File: src/hdl/nvme_queue_pair_tracker_macros.svh
// Assertion shorthands for the tracker RTL.
`ifndef NVME_QUEUE_PAIR_TRACKER_MACROS_SVH
`define NVME_QUEUE_PAIR_TRACKER_MACROS_SVH

// Check a condition in the same cycle as its trigger.
`define NQPT_ASSERT_SAME(label, clk, rst, ante, cons, msg) \
   label: assert property (@(posedge clk) disable iff (rst) (ante) |-> (cons)) \
      else $error(msg);

// Check a condition in the cycle after its trigger.
`define NQPT_ASSERT_NEXT(label, clk, rst, ante, cons, msg) \
   label: assert property (@(posedge clk) disable iff (rst) (ante) |=> (cons)) \
      else $error(msg);

`endif

File: src/hdl/nqpt_ram.sv
`default_nettype none

module nqpt_ram #(
   parameter int WIDTH  = 2,
   parameter int DEPTH  = 1024,
   parameter int ADDR_W = $clog2(DEPTH)
) (
   input  wire logic              clock,
   input  wire logic              we,
   input  wire logic [ADDR_W-1:0] waddr,
   input  wire logic [WIDTH-1:0]  wdata,
   input  wire logic [ADDR_W-1:0] raddr,
   output logic      [WIDTH-1:0]  rdata_ff
);

   logic [WIDTH-1:0] mem [DEPTH];

   always_ff @(posedge clock) begin
      if (we) begin
         mem[waddr] <= wdata;
      end
   end

   always_ff @(posedge clock) begin
      rdata_ff <= mem[raddr];
   end

endmodule

`default_nettype wire

File: config.mk
export PLATFORM = sky130hd
export DESIGN_NAME = nqpt_ram
export DESIGN_NICKNAME = d
export VERILOG_FILES = /design/src/hdl/nvme_queue_pair_tracker_macros.svh /design/src/hdl/nqpt_ram.sv
export SDC_FILE = /design/constraint.sdc
export NUM_CORES = 2
export LEC_CHECK = 0
export BUFFER_PORTS_ARGS = -buffer_cell sky130_fd_sc_hd__buf_2
export CORE_MARGIN = 2
export CORE_UTILIZATION = 51
export CTS_CLUSTER_SIZE = 24
export DETAILED_ROUTE_END_ITERATION = 10
export HOLD_SLACK_MARGIN = 0.03
export PLACE_DENSITY = 0.78
export SYNTH_ARGS = -nofsm -noshare
export SYNTH_HDL_FRONTEND = slang
export SYNTH_SLANG_ARGS = --single-unit
File: constraint.sdc
create_clock -name clock -period 2.79 [get_ports clock]
set_input_delay 0.558 -clock clock [delete_from_list [all_inputs] [get_ports clock]]
set_output_delay 0.558 -clock clock [all_outputs]
set_load 0.01 [all_outputs]
After elaboration in Yosys (flattened, before gate mapping)
Memory sizes are Yosys's and may differ from the RTL's. A register that Yosys moved wholly into a read port is not among the register bits.
Cells that the tools add are included.
Cells by class
  add/subtract/negate cells: 0
  multiply operators: 0
  div/mod/pow operators: 0
  magnitude comparators: 0
  equality and inequality tests: 0
  shifts and indexed selects: 0
  muxes and demuxes: 2
  bitwise operators: 0
  reduce and logical (&&, ||, !) cells: 0
Operators with widths (number)
  $mux 1: 2
Word-level totals
  flip-flop bits (word level): 0
  bits in latches: 0
  memory bits (writable): 2048
  bits in read-only memories: 0
  output and inout bits: 2
  logic and storage cells: 3
  memories kept: 1
Memory list
  mem: words 1024, width 2, rd ports 1, clocked after Yosys merged registers in 1, wr ports 1, line nqpt_ram.sv:16  | logic [WIDTH-1:0] mem [DEPTH];

Depth between registers and ports, before layout
  word-level depth: 2
  depth in mapped cells: 15
  depth with buffers taken out: 8

Worst setup path before layout
Ideal clock, no wire load.
  path kind: input-to-reg
  start point: input port raddr[0]
  end point: register rdata_ff[1] (read register of mem)
  library setup time: 140 ps
  arrival: 2780 ps
  slack: -130 ps
  stages on the path: 12
  cell sequence: buf_6 > buf_12 > buf_8 > buf_6 > buf_6 > mux4_2 > a221oi_1 > o21ai_0 > nor3_1 > o31ai_1 > o31ai_1 > nand4_1
RTL lines
  start, declared: line nqpt_ram.sv:12  | input wire logic [ADDR_W-1:0] raddr,
  end, declared: line nqpt_ram.sv:13  | output logic [WIDTH-1:0] rdata_ff

==> results.md <==
* Vias in the first global route at between 40000 and 50000
* Max stage delay on crit path at ~0.58 ns
* Synthesized area per cell at approximately 17 sq um
* Seq pwr share at 53.9%
* Most used cell, CP: buf_4
* Library cells used by synthesis at 66
* RSZ-0062 raised after global routing: yes
* Main synth FF type: edfxtp_1
* Synth area leaders: edfxtp_1 (73%), mux4_2 (12%), nor2_1 (4.7%), mux2i_1 (2.4%), clkbuf_1 (1.1%)
* Share of layout cells above drive strength 1 at between 20% and 30%
* Startpoint Class: input pin
* Vias per std cell at between 6 and 7
* Hold Buf Count CTS at 0
* Comb power frac at a little under 6%
* Longest Clk Path Bufs at 3
* Chip height at 409.3 um
* CP Cell Sequence: buf_8, buf_12, buf_4, mux4_2, mux2i_1, mux2_2, a211oi_1, buf_4, o31ai_1, buf_4, a21oi_1, buf_4, a21oi_1, nand4_1
* Area Overhead vs Synth at 14.25%
* # port buffers at 25
* Final ANT Viol Nets at 0
* Violated checks: negative setup slack
* Hold Vio Cnt, Final at 0
* Clock sinks at just over 2000
* CTS Buf Count at 192
* Switching pwr at 0.01356 W
* Commonest cells post-synth: edfxtp_1 (2048), nor2_1 (1054), mux4_2 (449), clkbuf_1 (239), mux2i_1 (205)
* Sw Share at 21.55%
* Met2 usage in global routing at a little over two fifths
* Synth Net Count at 4817
* Clk_lat worst skew at 0.84 ns
* Final setup fails at 1
* GRT Resource Usage Total at 27.73%
* DRT Wirelength at 233100 um
* Starting Density at roughly 51%
* Crit path max-delay family: buffers and inverters
* Max Cap Violations at 0
* Gp weighted congestion at between 0.9 and 1
* Dpl cells at a little over 7000
* Top-count cell post-synth: edfxtp_1
* Seq/Total Area, Yosys at 73.47%
* Worst Path Buf+Inv at 6
* Clock transition at path regs at about 0.06 ns
* Number of core rows at around 150
* Nets@finish at between 5000 and 6000
* Root buffer cell: clkbuf_16
* Met3 usage at 7.642%
* Fin Setup TNS at -0.02844 ns
* Least-Margin Pin Slew at 0.8480 ns
* Initial DRC Count at 8397
* Status: finished with violations
* Largest net degree at the start of global routing at 144
* CTS tree: done
* Post-synth EDFFs at 2048
* Synthesis Warnings at 0
* Post-route DRC at 0
* Worst VDD drop at a little under 0.0006 V
* Synth top area share at 73.42%
* Hpwl dp at 138300 um
* PwrDens at 657.6 nW/um^2
* Mapped cell area at 83760 sq um
* Tot Pwr at roughly 0.063 W
* Cell at the slowest stage of the critical path: a21oi_1
* Die width at 409.3 um
* Fin Clk Skew at roughly 0.041 ns
* M1 GR Usage at 36.49%
* Initial antenna violation count at 18
* Fmax at 0.3548 GHz
* Die area at roughly 170000 sq um
* Worst hold path type: in2reg
* Fin Hold WS at 0.1286 ns
* Pleak at 29.80 nW
* GRT busiest layer: met2
* P_int at 0.04936 W
* Total number of vias at a little under 50000
* First-pass GRT wire length at 335400 um
* Final Max Slew Viols at 0
* Worst path required time at about 3.6 ns
* Critical Path AT at 3.60 ns
* TritonRoute pass-1 iters at 6
* Yosys reg bits at 2050
* Headroom to the max-slew limit at approximately 43%
* GR Overflow Total at 0
* Cells after synthesis at 4793
* Crit Path Max Fanout at 11
* Final core utilization at 58.72%
* Final worst slack at -0.02844 ns
* Min Tclk post-route at 2.818 ns
* Async SR Flop Fraction at 0%
* Crit end category: flop
* Core Area at 163000 sq um
* Fin crit share at 101.0%
* Crit path kind: in2reg
* Area leader, netlist: edfxtp_1
* Total I/O pin count at 26
* # H-tree levels at 4
* Routed wire per std cell at 31.30 um
* Cell Count, Final, Fillers Out at 7448
* Clock group share of total power at 40.2%
[sequential cells by signal (all words and copies together), names as in the netlist]
signal,count
mem,2048
rdata_ff,2
[worst register-to-register path: cells and delay by family, from the launching register on]
family / cells / cell delay (ns)
DFF: 1 / 0.38
AOI/OAI and AO/OA: 4 / 0.69
buffers and inverters: 1 / 0.20
and+or+nand+nor: 3 / 0.89
muxes: 1 / 0.50
[cells by family (layout without fill, tap and decap cells)]
kind of cell / after synthesis / after routing / synth area share (%)
AO/OA/AOI/OAI: 353 / 353 / 2.979
buffers and inverters: 402 / 873 / 2.489
multiplexers: 664 / 664 / 14.66
other: 0 / 9 / 0
flip-flops: 2050 / 2050 / 73.47
AND/OR/NAND/NOR: 1324 / 1324 / 6.403
[path summary, 6_finish.rpt]
kind              depth (start not counted)         from  slack, ns      endpoint
setup / recovery                         14     raddr[0]      -0.03   rdata_ff[1]
hold / removal                            1     wdata[0]       0.13  mem[1007][0]
setup reg to reg                          9  mem[959][1]       0.01   rdata_ff[1]
hold reg to reg                           6   mem[83][0]       1.13   rdata_ff[0]
[placed cells by master, fill, tap and decap left out, types with 44 or more instances in the layout]
cell type,synthesis,final
edfxtp_1,2048,2048
nor2_1,1054,1053
mux4_2,449,449
buf_4,28,396
mux2i_1,205,205
clkbuf_16,0,195
buf_12,2,92
nand2_1,96,89
o221ai_1,82,82
a21oi_1,70,70
clkinv_1,1,52
clkbuf_1,239,46
o22ai_1,45,45
nor3_1,45,44
a22oi_1,45,44
[routing by layer]
layer,vias to the layer above,part of all wire [%]
met3,704,15
met4,16,5.6
met2,3846,46
met1,24832,33
met5,-,0.046
li1,19505,-
[metrics by stage]
step	area (sq um)	setup WS [ns]
after floorplan	83830	-0.06174
after global placement	89630	-0.8440
after detailed placement	89630	-0.8971
after CTS	95660	-0.01331
after global routing	95670	-0.02729
final	95690	-0.02844
[layout make-up]
cell class / instances / area (sq um)
repair buffers: 511 / 4970
fillers: 11333 / 67260
clock buffers: 241 / 5052
diodes: 9 / 22.52
multi-input cells: 2341 / 20410
well taps: 2175 / 2721
flip-flops and latches: 2050 / 61540
clock inverters: 115 / 955.9
inverters: 6 / 23.77
[power by group through the flow]
| stage | Sequential, W | Clock (W) | Combinational, W |
|---|---|---|---|
| after floorplan | 0.0346 | 0 | 0.00178 |
| after global routing | 0.0339 | 0.0265 | 0.00382 |
| after CTS | 0.0339 | 0.0254 | 0.00362 |
| final | 0.0339 | 0.0253 | 0.00370 |
| after global placement | 0.0346 | 0 | 0.00353 |
| after detailed placement | 0.0346 | 0 | 0.00358 |
[repair_timing]
item	CTS	global route
pin swaps	3	2
gates resized for setup	6	4
gates cloned	0	0
setup endpoints to repair	1	2
buffers inserted	1	0
No activity file was read; power rests on OpenSTA's default activity.
