**config.mk**
```make
export PLATFORM = sky130hd
export DESIGN_NAME = nqpt_queue_regs
export DESIGN_NICKNAME = d
export VERILOG_FILES = /design/src/hdl/nvme_queue_pair_tracker_macros.svh /design/src/hdl/nqpt_pkg.sv /design/src/hdl/nqpt_queue_regs.sv
export SDC_FILE = /design/constraint.sdc
export NUM_CORES = 1
export LEC_CHECK = 0
export CORE_ASPECT_RATIO = 1.25
export CORE_UTILIZATION = 60
export DETAILED_ROUTE_END_ITERATION = 7
export DONT_BUFFER_PORTS = 1
export HOLD_SLACK_MARGIN = 0.05
export PLACE_DENSITY = 0.76
export SLEW_MARGIN = 20
export SYNTH_ARGS = -nofsm -noshare
export SYNTH_HDL_FRONTEND = slang
export SYNTH_SLANG_ARGS = --single-unit
```
**constraint.sdc**
```tcl
create_clock -name clock -period 6.3 [get_ports clock]
set_clock_uncertainty 0.2 [all_clocks]
set_input_delay 0.315 -clock clock [delete_from_list [all_inputs] [get_ports clock]]
set_output_delay 0.315 -clock clock [all_outputs]
set_load 0.1 [all_outputs]
```
**src/hdl/nvme_queue_pair_tracker_macros.svh**
```systemverilog
// Assertion shorthands for the tracker RTL.
`ifndef NVME_QUEUE_PAIR_TRACKER_MACROS_SVH
`define NVME_QUEUE_PAIR_TRACKER_MACROS_SVH

// Check a condition in the same cycle as its trigger.
`define NQPT_ASSERT_SAME(label, clk, rst, ante, cons, msg) \
   label: assert property (@(posedge clk) disable iff (rst) (ante) |-> (cons)) \
      else $error(msg);

// Check a condition in the cycle after its trigger.
`define NQPT_ASSERT_NEXT(label, clk, rst, ante, cons, msg) \
   label: assert property (@(posedge clk) disable iff (rst) (ante) |=> (cons)) \
      else $error(msg);

`endif

```
**src/hdl/nqpt_pkg.sv**
```systemverilog
`default_nettype none

package nqpt_pkg;

   localparam int ENTRY_W     = 8;
   localparam int QID_W       = 2;
   localparam int CFG_ENT_W   = 9;
   localparam int CFG_CNT_W   = 3;
   localparam int CSR_IDX_W   = 2;

   typedef enum logic [1:0] {
      FUNC_SUBMIT  = 2'd0,
      FUNC_CQE     = 2'd1,
      FUNC_RELEASE = 2'd2,
      FUNC_READ    = 2'd3
   } func_type;

   typedef enum logic [CSR_IDX_W-1:0] {
      CSR_QUEUE_ENTRIES = 2'd0,
      CSR_QUEUE_COUNT   = 2'd1
   } csr_index_type;

   typedef enum logic [2:0] {
      FLAG_NONE     = 3'd0,
      FLAG_SUBMIT   = 3'd1,
      FLAG_COMPLETE = 3'd2,
      FLAG_RELEASE  = 3'd3,
      FLAG_READ     = 3'd4
   } flag_op_type;

   typedef struct packed {
      logic in_flight;
      logic pending;
   } flags_type;

   typedef struct packed {
      logic [14:0] status;
      logic [15:0] sq_head;
      logic [31:0] dword0;
   } cpl_type;

   // Decision taken at accept time, carried into the memory stage.
   typedef struct packed {
      logic               accepted;
      logic               range_error;
      logic [ENTRY_W-1:0] slot_out;
      logic [ENTRY_W-1:0] doorbell;
      flag_op_type        flag_op;
      logic               cpl_write;
      logic [QID_W-1:0]   tgt_queue;
      logic [ENTRY_W-1:0] tgt_slot;
   } qdec_type;

endpackage

`default_nettype wire

```
**src/hdl/nqpt_queue_regs.sv**
```systemverilog
`default_nettype none

module nqpt_queue_regs #(
   parameter int QUEUES = 4,
   parameter int SLOTS  = 256
) (
   input  wire logic                         clock,
   input  wire logic                         reset,
   input  wire logic                         fire,
   input  wire nqpt_pkg::func_type           func,
   input  wire logic [nqpt_pkg::QID_W-1:0]   queue_id,
   input  wire logic [nqpt_pkg::ENTRY_W-1:0] slot,
   input  wire logic                         cqe_phase,
   input  wire logic [nqpt_pkg::QID_W-1:0]   cqe_sq_id,
   input  wire logic [nqpt_pkg::ENTRY_W-1:0] cqe_cmd_id,
   input  wire logic [nqpt_pkg::CFG_ENT_W-1:0] queue_entries,
   input  wire logic [nqpt_pkg::CFG_CNT_W-1:0] queue_count,
   output nqpt_pkg::qdec_type                dec
);

   import nqpt_pkg::*;

   localparam int QIW = (QUEUES > 1) ? $clog2(QUEUES) : 1;
   localparam int QCW = ($clog2(QUEUES + 1) > CFG_CNT_W) ? $clog2(QUEUES + 1) : CFG_CNT_W;
   localparam int LIM = (SLOTS < 256) ? SLOTS : 256;

   logic [ENTRY_W-1:0] tail_ff  [QUEUES];
   logic [ENTRY_W-1:0] head_ff  [QUEUES];
   logic               phase_ff [QUEUES];

   logic [ENTRY_W-1:0]   tail_in;
   logic [ENTRY_W-1:0]   head_in;
   logic                 phase_in;
   logic                 tail_we;
   logic                 head_we;
   logic [CFG_ENT_W-1:0] ent;
   logic [QCW-1:0]       qc;
   logic [QCW-1:0]       nq;
   logic [QIW-1:0]       qi;
   logic                 q_ok;
   logic                 tgt_ok;
   logic                 slot_ok;

   function automatic logic [ENTRY_W-1:0] advance(input logic [ENTRY_W-1:0] p,
                                                  input logic [CFG_ENT_W-1:0] e);
      logic [CFG_ENT_W-1:0] n;
      n = CFG_ENT_W'(p) + CFG_ENT_W'(1);
      return (n >= e) ? '0 : n[ENTRY_W-1:0];
   endfunction

   // Clamp the ring size and the queue count to their usable ranges.
   always_comb begin
      if (queue_entries < CFG_ENT_W'(2)) begin
         ent = CFG_ENT_W'(2);
      end else if (queue_entries > CFG_ENT_W'(LIM)) begin
         ent = CFG_ENT_W'(LIM);
      end else begin
         ent = queue_entries;
      end
   end

   always_comb begin
      qc = QCW'(queue_count);
      if (qc == '0) begin
         nq = QCW'(1);
      end else if (qc > QCW'(QUEUES)) begin
         nq = QCW'(QUEUES);
      end else begin
         nq = qc;
      end
   end

   assign qi      = QIW'(queue_id);
   assign q_ok    = QCW'(queue_id) < nq;
   assign tgt_ok  = (QCW'(cqe_sq_id) < nq) && (CFG_ENT_W'(cqe_cmd_id) < ent);
   assign slot_ok = CFG_ENT_W'(slot) < ent;

   assign tail_in  = advance(tail_ff[qi], ent);
   assign head_in  = advance(head_ff[qi], ent);
   assign phase_in = (head_in == '0) ? ~phase_ff[qi] : phase_ff[qi];

   always_comb begin
      dec     = '0;
      tail_we = 1'b0;
      head_we = 1'b0;
      if (!q_ok) begin
         dec.range_error = 1'b1;
      end else begin
         unique case (func)
            FUNC_SUBMIT: begin
               tail_we       = 1'b1;
               dec.accepted  = 1'b1;
               dec.slot_out  = tail_ff[qi];
               dec.doorbell  = tail_in;
               dec.flag_op   = FLAG_SUBMIT;
               dec.tgt_queue = queue_id;
               dec.tgt_slot  = tail_ff[qi];
            end
            FUNC_CQE: begin
               if (cqe_phase == phase_ff[qi]) begin
                  head_we      = 1'b1;
                  dec.accepted = 1'b1;
                  dec.doorbell = head_in;
                  if (tgt_ok) begin
                     dec.flag_op   = FLAG_COMPLETE;
                     dec.cpl_write = 1'b1;
                     dec.tgt_queue = cqe_sq_id;
                     dec.tgt_slot  = cqe_cmd_id;
                  end else begin
                     dec.range_error = 1'b1;
                  end
               end
            end
            FUNC_RELEASE: begin
               if (slot_ok) begin
                  dec.accepted  = 1'b1;
                  dec.flag_op   = FLAG_RELEASE;
                  dec.tgt_queue = queue_id;
                  dec.tgt_slot  = slot;
               end else begin
                  dec.range_error = 1'b1;
               end
            end
            FUNC_READ: begin
               if (slot_ok) begin
                  dec.accepted  = 1'b1;
                  dec.slot_out  = slot;
                  dec.flag_op   = FLAG_READ;
                  dec.tgt_queue = queue_id;
                  dec.tgt_slot  = slot;
               end else begin
                  dec.range_error = 1'b1;
               end
            end
            default: begin
               dec.range_error = 1'b0;
            end
         endcase
      end
   end

   always_ff @(posedge clock) begin
      if (reset) begin
         for (int i = 0; i < QUEUES; i++) begin
            tail_ff[i]  <= '0;
            head_ff[i]  <= '0;
            phase_ff[i] <= 1'b1;
         end
      end else if (fire) begin
         if (tail_we) begin
            tail_ff[qi] <= tail_in;
         end
         if (head_we) begin
            head_ff[qi]  <= head_in;
            phase_ff[qi] <= phase_in;
         end
      end
   end

endmodule

`default_nettype wire

```
## Word-level counts from Yosys, hierarchy flattened

Memory sizes are Yosys's and may differ from the RTL's.
Cells that the tools add are included.

| word-level totals | value |
|---|---|
| bits in writable memories | 68 |
| word-level logic and storage cells | 78 |
| input port bits | 38 |
| memories kept | 3 |
| output and inout bits | 32 |
| flip-flop bits (word level) | 0 |

Memory list:

| memory | words | width | rd ports | clocked after Yosys merged registers in | write ports | RTL line | source |
|---|---|---|---|---|---|---|---|
| head_ff | 4 | 8 | 1 | 0 | 4 | nqpt_queue_regs.sv:28 | `logic [ENTRY_W-1:0] head_ff [QUEUES];` |
| tail_ff | 4 | 8 | 1 | 0 | 4 | nqpt_queue_regs.sv:27 | `logic [ENTRY_W-1:0] tail_ff [QUEUES];` |
| phase_ff | 4 | 1 | 1 | 0 | 4 | nqpt_queue_regs.sv:29 | `logic phase_ff [QUEUES];` |

| operators by class | value |
|---|---|
| magnitude comparators | 9 |
| add/sub/neg operators | 2 |
| mux-type cells | 51 |
| equal/unequal tests | 4 |
| reductions and logical operators | 8 |
| bitwise operators | 1 |

Operators with widths:

| kind | number |
|---|---|
| $mux 8 | 5 |
| $pmux 8 s2 | 2 |
| $mux 30 | 1 |
| $pmux 10 s3 | 1 |
| $mux 1 | 26 |
| $mux 22 | 1 |
| $add 8x1->9 const B | 2 |
| $ge 9x9->1 | 2 |
| $lt 8x9->1 | 2 |
| $mux 9 | 2 |
| $reduce_or 8->1 | 2 |
| $mux 13 | 1 |
| $pmux 3 s4 | 1 |
| $mux 10 | 1 |
| $mux 2 | 5 |
| $gt 9x9->1 const B | 1 |
| $lt 9x2->1 const B | 1 |
| $mux 3 | 3 |
| $logic_not 8->1 | 1 |
| $lt 2x3->1 | 2 |
| $eq 2x2->1 const B | 2 |
| $gt 3x3->1 const B | 1 |
| $logic_not 3->1 | 1 |
| $pmux 1 s3 | 1 |
| other kinds (8) | 8 |

## Logic depth before layout (Yosys ltp)

Gate-level depths: netlist of the first run.

| logic depth | value |
|---|---|
| word-level depth | 11 |
| gate-level depth with buffers | 15 |
| depth with buffers taken out | 13 |

## Worst setup path after synthesis of the first run

No wires, ideal clock.

| timing path | value |
|---|---|
| path type | input port to output port |
| start point | input port queue_id[0] (netlist name) |
| end point | output port dec[30] (netlist name) |
| path buffers | 2 |
| stages | 8 |
| required time | 5785 ps |
| path slack | 1683 ps |
| data arrival time | 4102 ps |
| path through | buf_6 > buf_2 > mux4_2 > xnor2_1 > nand2_1 > a21oi_1 > o21ba_2 > o21ai_0 |

RTL lines:

| what | RTL line | source |
|---|---|---|
| start, declared | nqpt_queue_regs.sv:11 | `input wire logic [nqpt_pkg::QID_W-1:0] queue_id,` |
| end, declared | nqpt_queue_regs.sv:18 | `output nqpt_pkg::qdec_type dec` |

==> reports/summary.txt, run 1 <==
Status: completed
# nets final: 528
Synth Instances: 455
Distinct cells, synth: 53
H-tree Lvls: 3
Largest net degree at the start of global routing: 29
Crit start category: flip-flop
Least-Margin Pin Slew: 1100 ps
Worst EP arrival: 4900 ps
VDD IR-drop max: 0.000352 V
Max cap viols: 0
CTS tree: built
P&R area growth vs syn: 7.34%
Mean Syn Cell Area: 10.6 um^2
DRT iter0 DRCs: 371
DP HPWL: 9100 um
Clock root cell: clkbuf_8
Fin crit period: 5410 ps
Crit path capture: dec[14]
Setup TNS: 0 ps
Critical Path RT: 5780 ps
Final-report setup violation count: 0
I/O pin count: 70
First-pass GRT wire length: 18900 um
WHS Path Cells: 2
Gr ovfl total: 0
Initial Util: 0.617
Die ar.: 8370 um^2
RePlAce Congestion: 0.840
Remaining DRCs: 0
Worst Hold Class: in2reg
WL/cell: 22.5 um
Period utilisation layout: 0.859
Num CTS Buffers: 9
Die H: 102 um
Yosys reg bits: 68
Mapped cell area: 4800 um^2
Deepest clock path buffer count: 2
Hold Vio Cnt, Final: 0
Worst r2r path cells: 11
Clk slew on worst S/H paths: 80 ps
Slowest CP cell: o21a_1
Vias: 3783
# rows: 36
Post-synthesis compound-gate area fraction: 0.155
Share of layout cells above drive strength 1: 0.0833
Pleak: 2.01 nW
Core Area: 7790 um^2
Post-Route WL: 12400 um
Antenna cells: 0
Slowest cell delay on critical path: 820 ps
Post-synth top flop: edfxtp_1
Initial antenna violation count: 0
RSZ-0062 raised after global routing: false
Post-synth ARST share: 0
Relative slew slack: 0.265
Die W: 82.0 um
Worst-Skew Late Latency: 350 ps
PD cells: 245 nW/um^2
Simple-gate share of the synthesized area: 0.177
Final hold slack: 164 ps
Worst setup EP type: primary output
Kind of critical path: reg2out
Vias/cell: 6.87
Final count of pins violating max slew: 0
Post-synthesis sequential area ratio: 0.419
Synth Area in Adders: 0.102
Post-Syn Nets: 532
Critical Path Source: tail_ff[0][3]
Mux cell area share after synthesis: 0.0857
Fmax: 185 MHz
Largest family of logic cells by synthesized area: simple AND/OR/NAND/NOR gates
Final ANT Viol Nets: 0
CP Max Fanout: 10
Critical path cell sequence: mux4_1, and3_1, and2_1, nand3_1, xor2_1, inv_1, ha_1, o41ai_1, a21oi_1, a2111oi_0, o21a_1
DRT Pass-1 Iters: 5
Total track usage: 0.316
Vias in the first global route: 3512
Reg2reg start: tail_ff[0][3]
Post-synth EDFFs: 65
# port buffers: 0
CTS sink count: 68
Reg2Reg Capture Point: tail_ff[1][3]
Cts repair resizes: 0
Reg-to-reg setup timing slack: 1990 ps
Post-synthesis xor/xnor area fraction: 0.0310
Yosys warns: 0
[stage by stage]
step	worst slack, ps	total power [mW]	std cells	utilization	instance area (um^2)
after global routing	718	1.31	551	0.662	5160
after CTS	994	1.26	551	0.661	5150
final	886	1.26	551	0.662	5160
after detailed placement	1400	0.841	532	0.627	4890
after floorplan	1680	0.788	455	-	4800
after global placement	1430	0.832	532	0.625	4870
[power by group]
| part | switching (mW) | internal [mW] |
|---|---|---|
| registers | 0.00434 | 0.511 |
| clock network | 0.169 | 0.256 |
| logic | 0.240 | 0.0831 |
| total | 0.413 | 0.850 |
[worst min-delay path by stage]
stage | startpoint | endpoint | slack (ps)
6_report | queue_id[0] | tail_ff[2][1] | 160
5_1_grt | queue_id[1] | tail_ff[1][1] | 170
4_1_cts | queue_id[0] | tail_ff[2][1] | 150
3_5_place_dp | reset | phase_ff[2] | 230
3_3_place_gp | reset | phase_ff[1] | 220
2_1_floorplan | reset | phase_ff[2] | 220
[metal layers]
layer | part of all wire | vias to the layer above | GRT usage
met5 | 0 | - | 0
met4 | 0.029 | 0 | 0.135
met3 | 0.068 | 25 | 0.0527
met2 | 0.51 | 189 | 0.541
met1 | 0.39 | 1839 | 0.392
li1 | - | 1730 | -
[cells in the final DEF, fill, tap and decap left out, types with 4 or more instances in the layout]
| cell | count |
|---|---|
| a2111oi_0 | 8 |
| a211oi_1 | 5 |
| a21o_1 | 8 |
| a21oi_1 | 12 |
| a221o_1 | 8 |
| a22o_1 | 10 |
| and2_1 | 7 |
| and3_1 | 26 |
| clkbuf_8 | 12 |
| edfxtp_1 | 65 |
| ha_1 | 39 |
| inv_1 | 15 |
| mux2i_1 | 4 |
| mux4_2 | 13 |
| nand2_1 | 31 |
| nand2b_1 | 12 |
| nand3_1 | 6 |
| nor2_1 | 59 |
| nor2b_1 | 6 |
| nor3_1 | 15 |
| nor4_1 | 5 |
| o21a_1 | 12 |
| o21ai_0 | 9 |
| xnor2_1 | 11 |
| xor2_1 | 6 |
[state kept, by name (all words and copies together) (netlist names)]
signal,cells
head_ff,32
phase_ff,4
tail_ff,32
[kinds of logic (layout without fill, tap and decap cells)]
family,count (synthesis),count (layout)
AND/OR/NAND/NOR,176,176
XOR/XNOR,17,17
buffers and inverters,36,37
AO/OA/AOI/OAI,99,99
multiplexers,20,20
adder cells (fa/ha/maj),39,39
flip-flops,68,68
[timing repair]
item / 4_1_cts / 5_1_grt
buffers inserted: 0 / 0
endpoints found under the setup margin: 0 / 0
endpoints found under the hold margin: 5 / 0
hold buffers: 3 / 0
[Yosys cell counts, drive strengths merged, types with 4 or more instances]
library cell | n | area, um^2
buf | 8 | 43.8
mux4 | 16 | 372
mux2i | 4 | 40.0
xnor2 | 11 | 96.3
edfxtp | 65 | 1950
nand2 | 31 | 116
a22o | 10 | 87.6
a21o | 8 | 60.1
and3 | 26 | 163
nand2b | 12 | 75.1
a211oi | 5 | 37.5
nor2 | 60 | 225
nand3 | 6 | 30.0
nor4 | 5 | 31.3
and2 | 7 | 43.8
ha | 39 | 488
a2111oi | 9 | 78.8
o21a | 12 | 90.1
nor2b | 6 | 37.5
o21ai | 11 | 55.1
xor2 | 6 | 52.6
clkbuf | 12 | 45.0
a21oi | 14 | 70.1
inv | 15 | 56.3
a221o | 8 | 80.1
nor3 | 15 | 75.1
[critical path: cells and delay by family, from the launching register on]
family / cells / cell delay (ps)
AOI/OAI and AO/OA: 4 / 2150
adders and majority gates: 1 / 250
DFF: 1 / 380
muxes: 1 / 650
xor gates and xnor gates: 1 / 390
and+or+nand+nor: 3 / 550
buffers and inverters: 1 / 170
[area by class of cell]
type | count | area (um^2)
Clock buffer | 13 | 169
Clock inverter | 3 | 68.8
Fill cell | 616 | 2640
Inverter | 16 | 60.1
Multi-Input combinational cell | 351 | 2680
Sequential cell | 68 | 2010
Tap cell | 95 | 119
Timing Repair Buffer | 5 | 45.0
Power figures use the tool's default switching activity.
==> run 2, diff against run 1 <==
- CORE_UTILIZATION: 60 -> 70
- GPL_TIMING_DRIVEN: not set -> 0
- PLACE_DENSITY: 0.76 -> 0.86
==> run 2 against run 1 <==
Maximum frequency is 6.1% lower. Combinational power up 4%. Non-clock buffer count grew 16. Total power increased by 0.14%. Critical endpoint is now dec[19]. Core utilization increased by 12 points. Register-to-register slack got worse by 550 ps. Critical path type is now in2out. Sequential power hardly changed. Clock power decreased by 3%. Largest cell class unchanged. Global-route usage up 8.4 points. Cell count is 1.5% higher.
==> reports/summary.txt, run 2 (synthesis results as in run 1) <==
CTS sink count: 68
Final hold slack: 209 ps
Initial Util: 0.727
Worst setup EP type: primary output
Slowest CP cell: o21a_1
Fin util: 0.784
Worst-Skew Late Latency: 330 ps
Least-Margin Pin Slew: 1190 ps
Fillcell total: 402
Kind of critical path: in2out
Slowest cell delay on critical path: 860 ps
H-tree Lvls: 3
Die H: 94.6 um
CP Max Fanout: 10
# nets final: 544
Gr ovfl total: 0
Die W: 76.1 um
Post-Route WL: 13800 um
Status: completed
Min-Delay Endpoint: tail_ff[0][2]
Commonest non-fill, non-tap cell in the layout: edfxtp_1
Pre-CTS WS: 679 ps
Vias: 4029
CP delay by family, top: compound AO/OA/AOI/OAI gates
WL/cell: 24.6 um
Deepest clock path buffer count: 2
Final-report setup violation count: 0
Hold Vio Cnt, Final: 0
Worst Hold Class: in2reg
DP HPWL: 9930 um
VDD IR-drop max: 0.000381 V
Storage cell area: 2010 um^2
Initial antenna violation count: 0
Largest net degree at the start of global routing: 12
Setup bufs post-CTS: 0
# port buffers: 0
Pleak: 2.02 nW
Num CTS Buffers: 9
Reg2reg start: tail_ff[0][3]
Tot Pwr: 1.26 mW
Clk slew on worst S/H paths: 70 ps
Vias in the first global route: 3994
CTS tree: built
Hold_sp: reset
DRT Pass-1 Iters: 5
Area of the multi-input gates: 2670 um^2
Crit start category: primary input
Setup TNS: 0 ps
Fin crit period: 5760 ps
Total track usage: 0.400
Cts repair resizes: 0
Final non-filler cell total: 559
Fmax: 174 MHz
Critical path cell sequence: clkbuf_1, buf_2, mux4_1, and3_1, and2_1, xnor2_1, inv_1, ha_1, o41ai_1, a21oi_1, a2111oi_0, o21a_1
Reg2Reg Capture Point: tail_ff[2][7]
PD cells: 244 nW/um^2
Final ANT Viol Nets: 0
Worst EP arrival: 5250 ps
CP Buf/Inv Count: 3
Reg-to-reg setup timing slack: 1440 ps
RePlAce Congestion: 0.971
Period utilisation layout: 0.915
Largest registers: head_ff: 32 flops, tail_ff: 32 flops, phase_ff: 4 flops
P&R area growth vs syn: 7.84%
Relative slew slack: 0.205
Setup ws final: 538 ps
Die ar.: 7200 um^2
Remaining DRCs: 0
First-pass GRT wire length: 21000 um
RSZ-0062 raised after global routing: false
DRT iter0 DRCs: 423
Final instance area: 5180 um^2
I/O pin count: 70
CP Depth: 12
Antenna cells: 0
# rows: 33
Core Area: 6610 um^2
Vias/cell: 7.21
Worst r2r path cells: 13
Total placed cells including tap cells: 542
WHS Path Cells: 2
Clock root cell: clkbuf_8
Placement Cell Area: 4940 um^2
Share of layout cells above drive strength 1: 0.0763
Critical Path RT: 5780 ps
Commonest cells after routing, fill and taps aside: edfxtp_1, nor2_1, ha_1
Max cap viols: 0
Final count of pins violating max slew: 0
-- run 2: cell count changes in the layout (fill, tap and decap cells not counted), sizes merged --
cell,before,now
clkbuf,13,21
dlygate4sd3,3,1
buf,2,8
bufinv,2,3
clkinv,2,5
-- run 2: area by class of cell --
| class | count | area share |
|---|---|---|
| Buffer | 20 | 0.0171 |
| Inverter | 16 | 0.0116 |
| Clock buffer | 9 | 0.0239 |
| Tap cell | 87 | 0.0210 |
| Timing Repair Buffer | 1 | 0.00193 |
| Clock inverter | 7 | 0.0203 |
| Sequential cell | 68 | 0.388 |
| Multi-Input combinational cell | 351 | 0.516 |
-- run 2: where the power goes --
group / switching [mW] / total, mW / internal [mW]
Clock: 0.154 / 0.412 / 0.258
Combinational: 0.252 / 0.336 / 0.0832
Sequential: 0.00606 / 0.517 / 0.511
-- run 2: worst max-delay path by stage --
| stage | from | to | slack (ps) |
|---|---|---|---|
| 2_1_floorplan | queue_id[0] | dec[30] | 1680 |
| 3_3_place_gp | queue_id[1] | dec[19] | 780 |
| 3_5_place_dp | queue_id[1] | dec[18] | 680 |
| 4_1_cts | queue_id[1] | dec[18] | 640 |
| 5_1_grt | queue_id[1] | dec[18] | 390 |
| 6_report | queue_id[1] | dec[19] | 540 |
-- run 2: repair_timing --
item | in CTS | in global routing
hold buffers | 1 | 0
endpoints found under the hold margin | 3 | 0
endpoints found under the setup margin | 0 | 0
-- run 2: per-layer routing --
metal / global-route usage / vias to the layer above / part of all wire
li1: - / 1769 / -
met1: 0.458 / 1914 / 0.35
met2: 0.708 / 298 / 0.50
met3: 0.0831 / 48 / 0.11
met4: 0.218 / 0 / 0.045
met5: 0 / - / 0
-- run 2: worst reg2reg max path, stage by stage, from the launching register on --
cell and delay [ps]:
edfxtp_1 420, mux4_1 650, and3_1 250, and2_1 180
nand3_1 130, xor2_1 430, inv_1 150, ha_1 300
o21ai_0 70, a21oi_1 590, a2111o_1 260, clkbuf_1 390
clkbuf_1 440, nor3_1 130
==> run 3, diff against run 2 <==
- PLACE_DENSITY: 0.86 -> not set
- PLACE_DENSITY_LB_ADDON: not set -> 0.3
==> run 3 against run 2 <==
Cell area grew 0.48%. Total power grew 1.2%. Register-to-register slack lost 40 ps. Count of clock-buffer cells in the layout is the same. Via count shrank 2.5%. Setup slack lost 140 ps. First-iteration DRC count shrank 37%. Cell count is the same. Wire length shrank 6.4%. Worst hold slack lost 7.9 ps. Largest power group unchanged.
==> reports/summary.txt, run 3 (synthesis results as in run 1) <==
P&R area growth vs syn: 8.36%
Vias in the first global route: 3778
Share of layout cells above drive strength 1: 0.0826
Setup TNS: 0 ps
Fin util: 0.788
Max cap viols: 0
H-tree Lvls: 3
Worst EP arrival: 5390 ps
Post-Route WL: 12900 um
DRT Pass-1 Iters: 5
Clk slew on worst S/H paths: 80 ps
Initial Util: 0.727
# rows: 33
Commonest cells after routing, fill and taps aside: edfxtp_1, nor2_1, ha_1
Setup ws final: 399 ps
Core Area: 6610 um^2
Sequential share of power: 0.403
CP Max Fanout: 10
Period utilisation layout: 0.937
# nets final: 544
Status: completed
Remaining DRCs: 0
Largest net degree at the start of global routing: 13
Total track usage: 0.372
Clock root cell: clkbuf_8
First-pass GRT wire length: 19600 um
RePlAce Congestion: 0.984
P_int: 0.856 mW
Setup bufs post-CTS: 0
Commonest non-fill, non-tap cell in the layout: edfxtp_1
Clock Power Share: 0.336
PD cells: 246 nW/um^2
RSZ-0062 raised after global routing: false
Die H: 94.6 um
Pleak: 2.03 nW
Worst Hold Class: in2reg
Die ar.: 7200 um^2
Crit start category: primary input
Initial antenna violation count: 0
Reg-to-reg setup timing slack: 1400 ps
Final-report setup violation count: 0
I/O pin count: 70
Gr ovfl total: 0
Die W: 76.1 um
Vias: 3930
Hold Vio Cnt, Final: 0
CTS tree: built
# port buffers: 0
CTS sink count: 68
Largest registers: head_ff: 32 flops, tail_ff: 32 flops, phase_ff: 4 flops
Worst setup EP type: primary output
Deepest clock path buffer count: 2
Antenna cells: 0
Critical Path RT: 5780 ps
Switching Share: 0.331
VDD IR-drop max: 0.000362 V
Pre-CTS WS: 615 ps
Vias/cell: 7.03
Relative slew slack: 0.250
Worst-Skew Late Latency: 350 ps
Final hold slack: 201 ps
DRT iter0 DRCs: 265
Final count of pins violating max slew: 0
Least-Margin Pin Slew: 1120 ps
Gate power share: 0.262
Net Sw Power: 0.424 mW
Cts repair resizes: 0
WL/cell: 23.0 um
Kind of critical path: in2out
Fin crit period: 5900 ps
Fmax: 169 MHz
Num CTS Buffers: 9
Final ANT Viol Nets: 0
DP HPWL: 9620 um
-- run 3: cell count changes in the layout (fill, tap and decap cells not counted) --
cell        previous run  this run
clkinv_1               5         2
clkinvlp_4             0         1
a21oi_4                0         2
clkinv_2               0         1
a21oi_2                2         0
clkinv_4               0         1
-- run 3: stage by stage --
stage	area [um^2]	instances	total power, mW
floorplan	4800	455	0.788
CTS	5210	559	1.27
global placement	4910	542	0.839
global route	5210	559	1.32
finish	5210	559	1.28
detailed placement	4960	542	0.854
-- run 3: path summary, 6_finish.rpt --
check | startpoint | endpoint | cells after the start
worst max-delay path | queue_id[1] | dec[16] | 12
worst min-delay path | reset | tail_ff[0][1] | 2
worst max register to register | tail_ff[0][3] | tail_ff[0][4] | 11
worst min register to register | phase_ff[0] | phase_ff[0] | 2
-- run 3: area by class of cell --
| class | instances | area, um^2 |
|---|---|---|
| fillers | 405 | 1400 |
| multi-input cells | 351 | 2690 |
| clock inverters | 7 | 115 |
| repair buffers | 1 | 10.0 |
| clock buffers | 9 | 124 |
| flip-flops and latches | 68 | 2010 |
| plain buffers | 20 | 88.8 |
| inverters | 16 | 60.1 |
| well taps | 87 | 109 |
-- run 3: critical path, cell delays in order --
cell	delay [ps]
clkbuf_1	530
buf_2	400
mux4_1	470
and3_1	250
and2_1	170
xnor2_1	540
inv_1	180
ha_1	310
o41ai_1	360
a21oi_1	220
a2111oi_0	790
o21a_1	820
-- run 3: layer usage --
metal | up-vias | part of all wire | track usage
li1 | 1770 | - | -
met1 | 1847 | 0.38 | 0.449
met2 | 260 | 0.48 | 0.617
met3 | 53 | 0.088 | 0.0734
met4 | 0 | 0.053 | 0.244
met5 | - | 0 | 0
-- run 3: power groups by stage --
stage          clock network [mW]  registers, mW  logic (mW)
6_report                    0.430          0.516       0.335
5_1_grt                     0.446          0.517       0.357
4_1_cts                     0.428          0.516       0.331
3_5_place_dp                    0          0.525       0.329
3_3_place_gp                    0          0.524       0.316
2_1_floorplan                   0          0.523       0.265
-- run 3: timing repair --
item,CTS,global route
setup endpoints to repair,0,0
hold endpoints to repair,3,0
hold buffers,1,0
